[config.mk]
export PLATFORM = sky130hd
export DESIGN_NAME = differential_steering_controller_unit
export DESIGN_NICKNAME = d
export VERILOG_FILES = /design/src/design/dsc_pkg.sv /design/src/design/differential_steering_controller_unit.sv
export SDC_FILE = /design/constraint.sdc
export NUM_CORES = 2
export LEC_CHECK = 0
export BUFFER_PORTS_ARGS = -buffer_cell sky130_fd_sc_hd__buf_4
export CAP_MARGIN = 0
export CORE_ASPECT_RATIO = 1.75
export CORE_MARGIN = 4
export CORE_UTILIZATION = 55
export DETAILED_ROUTE_END_ITERATION = 6
export HOLD_SLACK_MARGIN = 0.03
export PLACE_DENSITY = 0.74
export SETUP_SLACK_MARGIN = 0.4
export SYNTH_ARGS = -nofsm -noshare
export SYNTH_HDL_FRONTEND = slang
export SYNTH_SLANG_ARGS = --single-unit
[constraint.sdc]
create_clock -name clock -period 12.85 [get_ports clock]
set_input_delay 1.285 -clock clock [delete_from_list [all_inputs] [get_ports clock]]
set_output_delay 1.285 -clock clock [all_outputs]
set_load 0.02 [all_outputs]
[src/design/dsc_pkg.sv]
package dsc_pkg;

   // kinds of input item
   typedef enum logic [1:0] {
      ITEM_BEGIN = 2'd0,
      ITEM_NAV   = 2'd1,
      ITEM_TICK  = 2'd2,
      ITEM_STOP  = 2'd3
   } item_kind_type;

   // configuration register indexes
   typedef enum logic [2:0] {
      CSR_MAX_VELOCITY = 3'd0,
      CSR_PULSES_PER_M = 3'd1,
      CSR_HEADING_GAIN = 3'd2,
      CSR_LATERAL_GAIN = 3'd3,
      CSR_MAX_STEERING = 3'd4,
      CSR_STEER_SIGN   = 3'd5,
      CSR_TIMEOUT      = 3'd6
   } csr_index_type;

   // configuration reset values
   localparam logic [11:0] RST_MAX_VELOCITY = 12'd1000;
   localparam logic [15:0] RST_PULSES_PER_M = 16'd1000;
   localparam logic [15:0] RST_HEADING_GAIN = 16'd256;
   localparam logic [15:0] RST_LATERAL_GAIN = 16'd256;
   localparam logic [15:0] RST_MAX_STEERING = 16'd500;
   localparam logic        RST_STEER_SIGN   = 1'b0;
   localparam logic [15:0] RST_TIMEOUT      = 16'd50;

   // heading wrap limits in 1/64 degree
   localparam logic signed [15:0] WRAP_HALF = 16'sd11520;
   localparam logic signed [15:0] WRAP_FULL = 16'sd23040;

   // floor division by 1000: bias to positive, reciprocal multiply, unbias
   localparam logic [29:0] DIV_BIAS     = 30'd268436000;
   localparam logic [20:0] DIV_BIAS_QUO = 21'd268436;
   localparam logic [30:0] DIV_RECIP    = 31'd1099511628;

   // fields that ride along with an item through the arithmetic stages
   typedef struct packed {
      logic               drive_enable;
      logic [1:0]         control_mode;
      logic signed [14:0] hold_error;
   } tag_type;

   // one result item
   typedef struct packed {
      logic               drive_enable;
      logic signed [19:0] left_freq_hz;
      logic signed [19:0] right_freq_hz;
      logic [1:0]         control_mode;
      logic signed [14:0] heading_hold_error;
   } result_type;

endpackage

[src/design/differential_steering_controller_unit.sv]
// results pass the input, operand, multiply, combine and divide stages to the queue
// throughput: one item per cycle; an 8-entry result queue covers the five
//   pipeline stages, and req_stall rises only when every queue slot is claimed
// navigation commands update state in the first stage and give no result
// reset (synchronous): registers to defaults, mode stopped, pipeline and queue empty
module differential_steering_controller_unit
   import dsc_pkg::*;
#(
   parameter int OUT_DEPTH = 8
) (
   input  logic               clock,
   input  logic               reset,
   input  logic               req_valid,
   output logic               req_stall,
   input  logic [1:0]         req_mode,
   input  logic signed [15:0] req_velocity_mm_s,
   input  logic signed [14:0] req_heading_error,
   input  logic signed [15:0] req_lateral_error_mm,
   input  logic signed [14:0] req_imu_heading,
   output logic               rsp_valid,
   input  logic               rsp_stall,
   output logic               rsp_drive_enable,
   output logic signed [19:0] rsp_left_freq_hz,
   output logic signed [19:0] rsp_right_freq_hz,
   output logic [1:0]         rsp_control_mode,
   output logic signed [14:0] rsp_heading_hold_error,
   input  logic               csr_wr_en,
   input  logic [2:0]         csr_index,
   input  logic [15:0]        csr_wr_data
);

   localparam int PTR_W = (OUT_DEPTH > 1) ? $clog2(OUT_DEPTH) : 1;
   localparam int CNT_W = $clog2(OUT_DEPTH + 1);

   typedef enum logic [1:0] {
      RUN_STOPPED = 2'd0,
      RUN_VISUAL  = 2'd1,
      RUN_HOLD    = 2'd2
   } run_mode_type;

   // floor(n / 1000) for a signed 29-bit value
   function automatic logic signed [19:0] floor_div1000(input logic signed [28:0] n);
      logic [29:0] biased;
      logic [60:0] prod;
      logic [20:0] quot;
      logic [20:0] diff;
      biased = {n[28], n} + DIV_BIAS;
      prod   = {31'd0, biased} * {30'd0, DIV_RECIP};
      quot   = prod[60:40];
      diff   = quot - DIV_BIAS_QUO;
      return diff[19:0];
   endfunction

   // configuration registers
   logic [11:0] cfg_max_velocity_ff;
   logic [15:0] cfg_pulses_ff;
   logic [15:0] cfg_heading_gain_ff;
   logic [15:0] cfg_lateral_gain_ff;
   logic [15:0] cfg_max_steer_ff;
   logic        cfg_steer_sign_ff;
   logic [15:0] cfg_timeout_ff;

   always_ff @(posedge clock) begin
      if (reset) begin
         cfg_max_velocity_ff <= RST_MAX_VELOCITY;
         cfg_pulses_ff       <= RST_PULSES_PER_M;
         cfg_heading_gain_ff <= RST_HEADING_GAIN;
         cfg_lateral_gain_ff <= RST_LATERAL_GAIN;
         cfg_max_steer_ff    <= RST_MAX_STEERING;
         cfg_steer_sign_ff   <= RST_STEER_SIGN;
         cfg_timeout_ff      <= RST_TIMEOUT;
      end else if (csr_wr_en) begin
         unique case (csr_index)
            CSR_MAX_VELOCITY: cfg_max_velocity_ff <= csr_wr_data[11:0];
            CSR_PULSES_PER_M: cfg_pulses_ff       <= csr_wr_data;
            CSR_HEADING_GAIN: cfg_heading_gain_ff <= csr_wr_data;
            CSR_LATERAL_GAIN: cfg_lateral_gain_ff <= csr_wr_data;
            CSR_MAX_STEERING: cfg_max_steer_ff    <= csr_wr_data;
            CSR_STEER_SIGN:   cfg_steer_sign_ff   <= csr_wr_data[0];
            CSR_TIMEOUT:      cfg_timeout_ff      <= csr_wr_data;
            default: ;
         endcase
      end
   end

   // handshakes and queue credit
   logic             req_acc;
   logic             rsp_acc;
   logic             nav_retire;
   logic [CNT_W-1:0] credit_ff;
   logic [CNT_W-1:0] credit_in;

   assign req_stall  = (credit_ff == CNT_W'(OUT_DEPTH));
   assign req_acc    = req_valid && !req_stall;
   assign rsp_acc    = rsp_valid && !rsp_stall;

   // input register
   logic               in_valid_ff;
   logic [1:0]         in_mode_ff;
   logic signed [15:0] in_velocity_ff;
   logic signed [14:0] in_heading_ff;
   logic signed [15:0] in_lateral_ff;
   logic signed [14:0] in_imu_ff;

   always_ff @(posedge clock) begin
      if (reset) begin
         in_valid_ff <= 1'b0;
      end else begin
         in_valid_ff <= req_acc;
      end
      if (req_acc) begin
         in_mode_ff     <= req_mode;
         in_velocity_ff <= req_velocity_mm_s;
         in_heading_ff  <= req_heading_error;
         in_lateral_ff  <= req_lateral_error_mm;
         in_imu_ff      <= req_imu_heading;
      end
   end

   assign nav_retire = in_valid_ff && (in_mode_ff == ITEM_NAV);

   // controller state
   run_mode_type       run_mode_ff, run_mode_in;
   logic signed [12:0] cmd_velocity_ff, cmd_velocity_in;
   logic signed [14:0] stored_heading_ff, stored_heading_in;
   logic signed [15:0] stored_lateral_ff, stored_lateral_in;
   logic signed [14:0] target_heading_ff, target_heading_in;
   logic signed [14:0] hold_error_ff, hold_error_in;
   logic [15:0]        command_age_ff, command_age_in;

   // operands handed to the multiply stage
   logic               op_valid_ff, op_valid_in;
   tag_type            op_tag_ff, op_tag_in;
   logic               op_visual_ff, op_visual_in;
   logic signed [12:0] op_velocity_ff, op_velocity_in;
   logic signed [14:0] op_heading_ff, op_heading_in;
   logic signed [15:0] op_lateral_ff, op_lateral_in;

   logic [15:0]        age_inc;
   logic               fresh;
   logic signed [14:0] hold_target;
   logic signed [15:0] heading_diff;
   logic signed [15:0] heading_wrap;
   logic signed [14:0] hold_new;
   logic signed [16:0] vel_ext;
   logic signed [16:0] vel_lim;
   logic signed [16:0] vel_clamped;

   // age, wrap and velocity clamp
   always_comb begin
      age_inc      = (command_age_ff == 16'hFFFF) ? command_age_ff : command_age_ff + 16'd1;
      fresh        = (age_inc <= cfg_timeout_ff);
      hold_target  = (run_mode_ff == RUN_VISUAL) ? in_imu_ff : target_heading_ff;
      heading_diff = {hold_target[14], hold_target} - {in_imu_ff[14], in_imu_ff};
      if (heading_diff > WRAP_HALF) begin
         heading_wrap = heading_diff - WRAP_FULL;
      end else if (heading_diff < -WRAP_HALF) begin
         heading_wrap = heading_diff + WRAP_FULL;
      end else begin
         heading_wrap = heading_diff;
      end
      hold_new = heading_wrap[14:0];
      vel_ext  = {in_velocity_ff[15], in_velocity_ff};
      vel_lim  = {5'd0, cfg_max_velocity_ff};
      if (vel_ext > vel_lim) begin
         vel_clamped = vel_lim;
      end else if (vel_ext < -vel_lim) begin
         vel_clamped = -vel_lim;
      end else begin
         vel_clamped = vel_ext;
      end
   end

   // state update and result operands for the item in the input register
   always_comb begin
      run_mode_in       = run_mode_ff;
      cmd_velocity_in   = cmd_velocity_ff;
      stored_heading_in = stored_heading_ff;
      stored_lateral_in = stored_lateral_ff;
      target_heading_in = target_heading_ff;
      hold_error_in     = hold_error_ff;
      command_age_in    = command_age_ff;
      op_valid_in       = 1'b0;
      op_tag_in         = '{drive_enable: 1'b0, control_mode: RUN_STOPPED,
                            hold_error: hold_error_ff};
      op_visual_in      = 1'b0;
      op_velocity_in    = '0;
      op_heading_in     = '0;
      op_lateral_in     = '0;
      if (in_valid_ff) begin
         unique case (in_mode_ff)
            ITEM_BEGIN, ITEM_STOP: begin
               run_mode_in       = RUN_STOPPED;
               cmd_velocity_in   = '0;
               stored_heading_in = '0;
               stored_lateral_in = '0;
               hold_error_in     = '0;
               command_age_in    = '0;
               if (in_mode_ff == ITEM_BEGIN) begin
                  target_heading_in = in_imu_ff;
               end
               op_valid_in          = 1'b1;
               op_tag_in.hold_error = '0;
            end
            ITEM_NAV: begin
               cmd_velocity_in   = vel_clamped[12:0];
               stored_heading_in = in_heading_ff;
               stored_lateral_in = in_lateral_ff;
               command_age_in    = '0;
               run_mode_in       = RUN_VISUAL;
            end
            ITEM_TICK: begin
               command_age_in = age_inc;
               op_valid_in    = 1'b1;
               if (run_mode_ff == RUN_STOPPED) begin
                  run_mode_in = RUN_STOPPED;
               end else if (run_mode_ff == RUN_VISUAL && fresh) begin
                  op_tag_in.drive_enable = 1'b1;
                  op_tag_in.control_mode = RUN_VISUAL;
                  op_visual_in           = 1'b1;
                  op_velocity_in         = cmd_velocity_ff;
                  op_heading_in          = stored_heading_ff;
                  op_lateral_in          = stored_lateral_ff;
               end else begin
                  // stale command or already holding heading
                  if (run_mode_ff == RUN_VISUAL) begin
                     target_heading_in = in_imu_ff;
                     stored_heading_in = '0;
                     stored_lateral_in = '0;
                  end
                  run_mode_in            = RUN_HOLD;
                  hold_error_in          = hold_new;
                  op_tag_in.drive_enable = 1'b1;
                  op_tag_in.control_mode = RUN_HOLD;
                  op_tag_in.hold_error   = hold_new;
                  op_velocity_in         = cmd_velocity_ff;
                  op_heading_in          = hold_new;
               end
            end
            default: ;
         endcase
      end
   end

   always_ff @(posedge clock) begin
      if (reset) begin
         run_mode_ff       <= RUN_STOPPED;
         cmd_velocity_ff   <= '0;
         stored_heading_ff <= '0;
         stored_lateral_ff <= '0;
         target_heading_ff <= '0;
         hold_error_ff     <= '0;
         command_age_ff    <= '0;
         op_valid_ff       <= 1'b0;
      end else begin
         run_mode_ff       <= run_mode_in;
         cmd_velocity_ff   <= cmd_velocity_in;
         stored_heading_ff <= stored_heading_in;
         stored_lateral_ff <= stored_lateral_in;
         target_heading_ff <= target_heading_in;
         hold_error_ff     <= hold_error_in;
         command_age_ff    <= command_age_in;
         op_valid_ff       <= op_valid_in;
      end
      op_tag_ff      <= op_tag_in;
      op_visual_ff   <= op_visual_in;
      op_velocity_ff <= op_velocity_in;
      op_heading_ff  <= op_heading_in;
      op_lateral_ff  <= op_lateral_in;
   end

   // multiply stage: base product and both gain products
   logic               pr_valid_ff;
   tag_type            pr_tag_ff;
   logic               pr_visual_ff;
   logic signed [28:0] pr_base_ff;
   logic signed [31:0] pr_head_ff, pr_head_in;
   logic signed [31:0] pr_lat_ff, pr_lat_in;
   logic signed [29:0] base_prod;

   assign base_prod  = $signed({{17{op_velocity_ff[12]}}, op_velocity_ff})
                     * $signed({14'd0, cfg_pulses_ff});
   assign pr_head_in = $signed({{17{op_heading_ff[14]}}, op_heading_ff})
                     * $signed({16'd0, cfg_heading_gain_ff});
   assign pr_lat_in  = $signed({{16{op_lateral_ff[15]}}, op_lateral_ff})
                     * $signed({16'd0, cfg_lateral_gain_ff});

   always_ff @(posedge clock) begin
      if (reset) begin
         pr_valid_ff <= 1'b0;
      end else begin
         pr_valid_ff <= op_valid_ff;
      end
      pr_tag_ff    <= op_tag_ff;
      pr_visual_ff <= op_visual_ff;
      pr_base_ff   <= base_prod[28:0];
      pr_head_ff   <= pr_head_in;
      pr_lat_ff    <= pr_lat_in;
   end

   // combine stage: scale visual by 1000 and 64, apply sign, drop 14 fraction bits
   logic               sc_valid_ff;
   tag_type            sc_tag_ff;
   logic               sc_visual_ff;
   logic signed [28:0] sc_base_ff;
   logic signed [27:0] sc_num_ff;
   logic signed [41:0] head_ext;
   logic signed [41:0] lat_ext;
   logic signed [41:0] vis_sum;
   logic signed [41:0] num_sel;
   logic signed [41:0] num_signed;

   always_comb begin
      head_ext   = {{10{pr_head_ff[31]}}, pr_head_ff};
      lat_ext    = {{10{pr_lat_ff[31]}}, pr_lat_ff};
      // 1000 = 1024 - 16 - 8
      vis_sum    = (head_ext <<< 10) - (head_ext <<< 4) - (head_ext <<< 3) + (lat_ext <<< 6);
      num_sel    = pr_visual_ff ? vis_sum : head_ext;
      num_signed = cfg_steer_sign_ff ? (42'sd0 - num_sel) : num_sel;
   end

   always_ff @(posedge clock) begin
      if (reset) begin
         sc_valid_ff <= 1'b0;
      end else begin
         sc_valid_ff <= pr_valid_ff;
      end
      sc_tag_ff    <= pr_tag_ff;
      sc_visual_ff <= pr_visual_ff;
      sc_base_ff   <= pr_base_ff;
      sc_num_ff    <= num_signed[41:14];
   end

   // divide stage: floor division by 1000 for base and visual steering
   logic               st_valid_ff;
   tag_type            st_tag_ff;
   logic signed [19:0] st_base_ff;
   logic signed [17:0] st_steer_ff;
   logic signed [19:0] vis_quot;

   assign vis_quot = floor_div1000({sc_num_ff[27], sc_num_ff});

   always_ff @(posedge clock) begin
      if (reset) begin
         st_valid_ff <= 1'b0;
      end else begin
         st_valid_ff <= sc_valid_ff;
      end
      st_tag_ff   <= sc_tag_ff;
      st_base_ff  <= floor_div1000(sc_base_ff);
      st_steer_ff <= sc_visual_ff ? vis_quot[17:0] : sc_num_ff[17:0];
   end

   // clamp steering and form the wheel frequencies
   logic signed [18:0] steer_ext;
   logic signed [18:0] steer_lim;
   logic signed [18:0] steer_clamped;
   logic signed [19:0] steer_wide;
   result_type         result_new;

   always_comb begin
      steer_ext = {st_steer_ff[17], st_steer_ff};
      steer_lim = {3'd0, cfg_max_steer_ff};
      if (steer_ext > steer_lim) begin
         steer_clamped = steer_lim;
      end else if (steer_ext < -steer_lim) begin
         steer_clamped = -steer_lim;
      end else begin
         steer_clamped = steer_ext;
      end
      steer_wide                    = {steer_clamped[18], steer_clamped};
      result_new.drive_enable       = st_tag_ff.drive_enable;
      result_new.left_freq_hz       = st_base_ff - steer_wide;
      result_new.right_freq_hz      = st_base_ff + steer_wide;
      result_new.control_mode       = st_tag_ff.control_mode;
      result_new.heading_hold_error = st_tag_ff.hold_error;
   end

   // result queue; credit keeps it from overflowing
   result_type       queue_mem [OUT_DEPTH];
   logic [PTR_W-1:0] wr_ptr_ff;
   logic [PTR_W-1:0] rd_ptr_ff;
   logic [CNT_W-1:0] fill_ff;
   result_type       result_head;

   always_ff @(posedge clock) begin
      if (reset) begin
         wr_ptr_ff <= '0;
         rd_ptr_ff <= '0;
         fill_ff   <= '0;
         credit_ff <= '0;
      end else begin
         if (st_valid_ff) begin
            wr_ptr_ff <= (wr_ptr_ff == PTR_W'(OUT_DEPTH - 1)) ? '0 : wr_ptr_ff + 1'b1;
         end
         if (rsp_acc) begin
            rd_ptr_ff <= (rd_ptr_ff == PTR_W'(OUT_DEPTH - 1)) ? '0 : rd_ptr_ff + 1'b1;
         end
         fill_ff   <= fill_ff + CNT_W'(st_valid_ff) - CNT_W'(rsp_acc);
         credit_ff <= credit_in;
      end
      if (st_valid_ff) begin
         queue_mem[wr_ptr_ff] <= result_new;
      end
   end

   assign credit_in = credit_ff + CNT_W'(req_acc) - CNT_W'(rsp_acc) - CNT_W'(nav_retire);

   assign result_head            = queue_mem[rd_ptr_ff];
   assign rsp_valid              = (fill_ff != '0);
   assign rsp_drive_enable       = result_head.drive_enable;
   assign rsp_left_freq_hz       = result_head.left_freq_hz;
   assign rsp_right_freq_hz      = result_head.right_freq_hz;
   assign rsp_control_mode       = result_head.control_mode;
   assign rsp_heading_hold_error = result_head.heading_hold_error;

   // checks
   a_credit_bound: assert property (@(posedge clock) disable iff (reset)
      credit_ff <= CNT_W'(OUT_DEPTH))
      else $error("credit count above queue depth");

   a_fill_within_credit: assert property (@(posedge clock) disable iff (reset)
      fill_ff <= credit_ff)
      else $error("queue holds more results than claimed slots");

   a_nav_no_result: assert property (@(posedge clock) disable iff (reset)
      (in_valid_ff && in_mode_ff == ITEM_NAV) |=> !op_valid_ff)
      else $error("navigation command produced a result");

   a_disabled_zero: assert property (@(posedge clock) disable iff (reset)
      (rsp_valid && !rsp_drive_enable) |-> (rsp_left_freq_hz == '0 && rsp_right_freq_hz == '0))
      else $error("stopped drive reports nonzero frequency");

   a_enabled_mode: assert property (@(posedge clock) disable iff (reset)
      (rsp_valid && rsp_drive_enable) |-> (rsp_control_mode != RUN_STOPPED))
      else $error("driving result in stopped mode");

endmodule

* After elaboration in Yosys (flattened, before gate mapping)
Memories as Yosys holds them, arrays and structs flattened. A register that Yosys moved wholly into a read port is not among the register bits.
Cells that the tools add are included.
Widths: inputs -> output; s select.
** Word-level totals
- Bits of input ports :: 88
- Logic and storage cells :: 185
- Output and inout port bits :: 60
- Register bits after elaboration :: 575
- Memory bits (writable) :: 464
- Memories :: 1
** Memory list
- queue_mem :: depth 8, width 58, read ports 1, clocked after memory_dff 1, write ports 1, line differential_steering_controller_unit.sv:380 : result_type queue_mem [OUT_DEPTH];
** Operators by class
- Bitwise logic cells :: 3
- Reduce and logical (&&, ||, !) cells :: 30
- Equality and inequality tests :: 19
- Multipliers :: 5
- Add/sub/neg operators :: 23
- Multiplexer cells :: 44
- Magnitude comparators :: 7
** Operator list (number)
- $mux 15 :: 13
- $pmux 15 s2 :: 3
- $mux 42 :: 2
- $mux 16 :: 4
- $add 30x29->30 const B :: 2
- $mul 30x29->58 const B :: 1
- $mul 30x29->56 const B :: 1
- $pmux 16 s3 :: 1
- $pmux 15 s3 :: 1
- $add 42x38->42 :: 1
- $sub 1x42->42 const A :: 1
- $sub 42x35->42 :: 1
- $sub 42x36->42 :: 1
- $mux 19 :: 2
- $mux 18 :: 2
- $mul 15x17->32 :: 1
- $mul 16x17->32 :: 1
- $pmux 16 s2 :: 1
- $mul 13x17->29 :: 1
- $mux 13 :: 2
- $pmux 13 s2 :: 1
- $add 20x19->20 :: 1
- $sub 20x19->20 :: 1
- $sub 20x19->20 const B :: 1
- 44 further kinds :: 85

* Depth between registers and ports, before layout
- Depth in word-level cells :: 10
- Mapped depth :: 37
- Mapped depth without buffers :: 37

* Worst setup path after synthesis
Ideal clock, no wire load.
- Kind :: register to register
- Start point :: register sc_num_ff[5]
- End point :: register st_steer_ff[17]
- Arrival :: 9240 ps
- Setup time :: 121 ps
- Path buffers :: 1
- Stages on the path, launching flop included :: 35
- Slack :: 3490 ps
- Period minus slack after synthesis :: 9360 ps
- Data required time :: 12729 ps
- Cell sequence :: dfxtp_1 a41oi_1 nor2_1 and3_1 clkbuf_1 nand3_1 xnor2_1 ha_1 fa_1 fa_1 inv_1 fa_1 inv_1 fa_1 inv_1 fa_1 inv_1 fa_1 inv_1 fa_1 inv_1 ha_1 and4_1 nand3_1 or3_4 a2111oi_4 nor4_4 o31ai_4 a21oi_2 o21bai_4 xor2_2 o41ai_2 nand3_1 xnor2_1 mux2_2
** Between the ends
- Cells in the longest elaborated chain, start to end :: 4
** Ends and longest elaborated chain
- from (decl) :: line differential_steering_controller_unit.sv:306 : logic signed [27:0] sc_num_ff;
- from (signal assigned) :: line differential_steering_controller_unit.sv:331 : sc_num_ff <= num_signed[41:14];
- $add 30x29->30 :: line differential_steering_controller_unit.sv:47 : biased = {n[28], n} + DIV_BIAS;
- $mul 30x29->56 :: line differential_steering_controller_unit.sv:48 : prod = {31'd0, biased} * {30'd0, DIV_RECIP};
- $sub 18x13->18 :: line differential_steering_controller_unit.sv:50 : diff = quot - DIV_BIAS_QUO;
- $mux 18 :: line differential_steering_controller_unit.sv:351 : st_steer_ff <= sc_visual_ff ? vis_quot[17:0] : sc_num_ff[17:0];
- to (signal assigned) :: line differential_steering_controller_unit.sv:351
- to (decl) :: line differential_steering_controller_unit.sv:338 : logic signed [17:0] st_steer_ff;
Every way passes these cells.
A chain may end at the register's enable or synchronous reset.

* Final worst setup path
- Start point :: register sc_base_ff[5]
- End point :: register st_base_ff[18]
** Between the ends
- Cells in the longest elaborated chain, start to end :: 3
** Ends and longest elaborated chain
- from (decl) :: line differential_steering_controller_unit.sv:305 : logic signed [28:0] sc_base_ff;
- from (signal assigned) :: line differential_steering_controller_unit.sv:330 : sc_base_ff <= pr_base_ff;
- $add 30x29->30 :: line differential_steering_controller_unit.sv:47
- $mul 30x29->58 :: line differential_steering_controller_unit.sv:48
- $sub 20x19->20 :: line differential_steering_controller_unit.sv:50
- to (signal assigned) :: line differential_steering_controller_unit.sv:350 : st_base_ff <= floor_div1000(sc_base_ff);
- to (decl) :: line differential_steering_controller_unit.sv:337 : logic signed [19:0] st_base_ff;
Every way passes these cells.

==> metrics.cfg <==
[status]
outcome = finished, final reports clean

[setup_path]
crit_path_start = sc_base_ff[5]
arrival_ns = 11.16
crit_slowest_cell = a2111oi_0
cpPeakStageDelay_ns = 0.88
r2r-start = sc_base_ff[5]
crit_fanout = 9
required_ns = 13.48
path_class = flip-flop to flip-flop
cp_common_cell = fa_1
critPathLaunchType = flip-flop
endpoint_kind = flip-flop

[sta]
tightestPinTransition_ns = 1.37
finalSetupViolCount = 0
fin_crit_ns = 10.52
setup_tns_ns = 0
timing.fmax_mhz = 95.0
hold_viol = 0
timing.final.crit_share_pct = 81.9
finalMaxSlewViolations = 0
final.setup_skew_ns = 0.0741
grt_setup_unrepaired = false
slew_headroom_pct = 8.03

[global_route]
overflow = 0
antenna_found_initial = 5
grt_usage_pct = 27.8
grt_max_degree = 98
grt_pass1_vias = 71500
grt_pass1_wl_um = 387000

[clock_tree]
clockBufferDepth = 3
cts_tree = yes
ctsResizeCount = 0
cts_buffers = 96
hold_buffers = 0
cts.clk_slew.worst_paths_ns = 0.07
cts_sinks = 1031
cts_root_buffer = clkbuf_16
post_cts_buffers = 0
h-tree-depth = 3
clkLatencyLatePin_ns = 0.76

[flow_run]
maxCapViolCount = 0

[power]
power.switching_uw = 3610
swShare_pct = 34.4
combPwrFrac_pct = 32.5
p_leak_uw = 0.0480
power.density_nw_per_um2 = 103
pwr-share-clk_pct = 28.6
power_frac_seq_pct = 38.9
intPower_uw = 6880
power.total_uw = 10500
vdd_drop_max_v = 0.000165

[cells_and_area]
postLayoutCoreUtil_pct = 59.5
drive_gt1_share_pct = 7.10
syn2layout_area_growth_pct = 7.49
fin_nets = 11500

[floorplanning]
fp.dieArea_um2 = 179000
num_rows = 201
fp.dieH_um = 557
core-area_um2 = 172000
io_pins = 148
start_util_pct = 55.3
die_x_um = 322

[routing]
via_per_inst = 5.74
antenna_left = 0
vias = 65000
first_iter_violations = 3810
wire_per_inst_um = 21.6
drtPass1Iterations = 5
routed_wl_um = 244000
drcViolationCount = 0

[logic_synthesis]
synthArstFlopShare_pct = 0
synth_cell_types = 105
netlist_instances = 8926
ys.flop_type = edfxtp_1
syn_area_um2 = 94900
yosysSeqAreaShare_pct = 27.2
synthesis.nets = 11400
synth-edff-count = 520
syn_avg_cell_area_um2 = 10.6
synth_warnings = 0
ys_seq_elements = 1031

[place]
hpwl_um = 195000
place_congestion = 0.986
port_buffers = 147

[min_path]
min-delay-path-class = flip-flop to flip-flop
min_from = pr_tag_ff[0]

state kept, by name (all words and copies together), names as in the netlist, 16 cells and up, named ones only:
signal               cells
command_age_ff          16
cfg_lateral_gain_ff     16
sc_num_ff               28
sc_base_ff              29
op_tag_ff               18
op_lateral_ff           16
in_lateral_ff           16
cfg_max_steer_ff        16
cfg_pulses_ff           16
cfg_timeout_ff          16
st_steer_ff             18
in_velocity_ff          16
pr_base_ff              29
sc_tag_ff               18
stored_lateral_ff       16
pr_lat_ff               32
cfg_heading_gain_ff     16
result_new              18
st_base_ff              20
pr_head_ff              32
queue_mem              456
pr_tag_ff               18
power by group through the flow:
stage / registers, µW / clock network, µW / logic [µW]
floorplan: 4080 / 0 / 2270
global placement: 4140 / 0 / 3290
detailed placement: 4150 / 0 / 3380
CTS: 4070 / 3060 / 3410
global route: 4080 / 3190 / 3690
finish: 4070 / 3000 / 3410
layer usage:
| metal | vias up | share of wire [%] | global-route usage [%] |
|---|---|---|---|
| li1 | 29600 | - | - |
| met5 | - | 0.0045 | 0 |
| met4 | 2 | 7.6 | 17.7 |
| met1 | 32600 | 35 | 29.9 |
| met2 | 2034 | 53 | 51.4 |
| met3 | 802 | 4.7 | 3.39 |
cell families after synthesis:
logic type,Yosys count,share of synthesized area [%]
flip-flops,1031,27.2
buffers and inverters,1853,7.34
AO/OA/AOI/OAI,1063,7.30
adder cells (fa/ha/maj),2389,40.5
multiplexers,233,4.06
AND/OR/NAND/NOR,2014,10.4
XOR/XNOR,343,3.18
path summary, 6_finish.rpt:
check / endpoint / slack [ns] / cells past startpoint
worst max-delay path: st_base_ff[18] / 2.33 / 32
worst min-delay path: sc_tag_ff[0] / 0.28 / 0
worst max register to register: st_base_ff[18] / 2.33 / 32
worst min register to register: sc_tag_ff[0] / 0.28 / 0
cells in the final DEF (no fill, tap or decap), types with 83 or more instances in the layout:
cell and instances:
inv_1 1600, ha_1 1253, fa_1 1136, nand2_1 802
edfxtp_1 520, dfxtp_1 508, a21oi_1 377, and2_1 350
xnor2_1 253, nor2_1 239, buf_4 231, o21ai_0 175
nand3_1 149, mux4_2 114, nand2b_1 106, clkbuf_16 98
a21o_1 91, xor2_1 83
worst max-delay path: cells and delay by family (launching register included):
kind / cells / cell delay [ns]
simple gates: 10 / 2.43
xor+xnor: 3 / 1.06
buf+inv: 2 / 0.10
fa+ha+maj: 11 / 4.67
flops: 1 / 0.49
compound gates: 6 / 1.65
metrics by stage:
step / cell area [µm²] / cells / hold slack (ns) / worst slack (ns)
floorplan: 94900 / 8926 / 0.310 / 3.49
global placement: 98600 / 11100 / 0.311 / 2.45
detailed placement: 98600 / 11100 / 0.312 / 2.34
CTS: 102000 / 11300 / 0.273 / 2.35
global route: 102000 / 11300 / 0.280 / 1.76
finish: 102000 / 11300 / 0.282 / 2.33
synth_stat cells, types with 18 or more instances:
cell,count,area (µm²)
a22oi_1,27,203
and3_1,50,313
or3_1,28,175
dfxtp_1,511,10200
nand3_1,149,746
and2_1,350,2190
a31oi_1,25,156
edfxtp_1,520,15600
xor2_1,86,753
a21oi_1,378,1890
o31ai_1,21,158
o211ai_1,40,300
inv_1,1600,6010
a22o_1,23,201
mux4_2,114,2570
o21ai_0,175,876
ha_1,1253,15700
nand4_1,43,269
nor2_1,246,923
nor3_1,80,400
nor4_1,24,150
a21o_1,91,683
a211o_1,18,158
fa_1,1136,22700
nor2b_1,56,350
mux2i_1,47,470
xnor2_1,255,2230
nand2b_1,106,663
a211oi_1,30,225
nand2_1,802,3010
clkbuf_1,232,871
o21a_1,47,353
o21bai_1,36,270
mux2_2,72,811
area by class of cell:
class	instances	area, µm²
Multi-Input combinational cell	6042	62200
Fill cell	14100	69500
Antenna cell	1	2.50
Inverter	1602	6010
Clock buffer	115	2550
Tap cell	2233	2790
Sequential cell	1031	25900
Timing Repair Buffer	231	1730
Clock inverter	65	841
(Power assumes the default switching activity.)
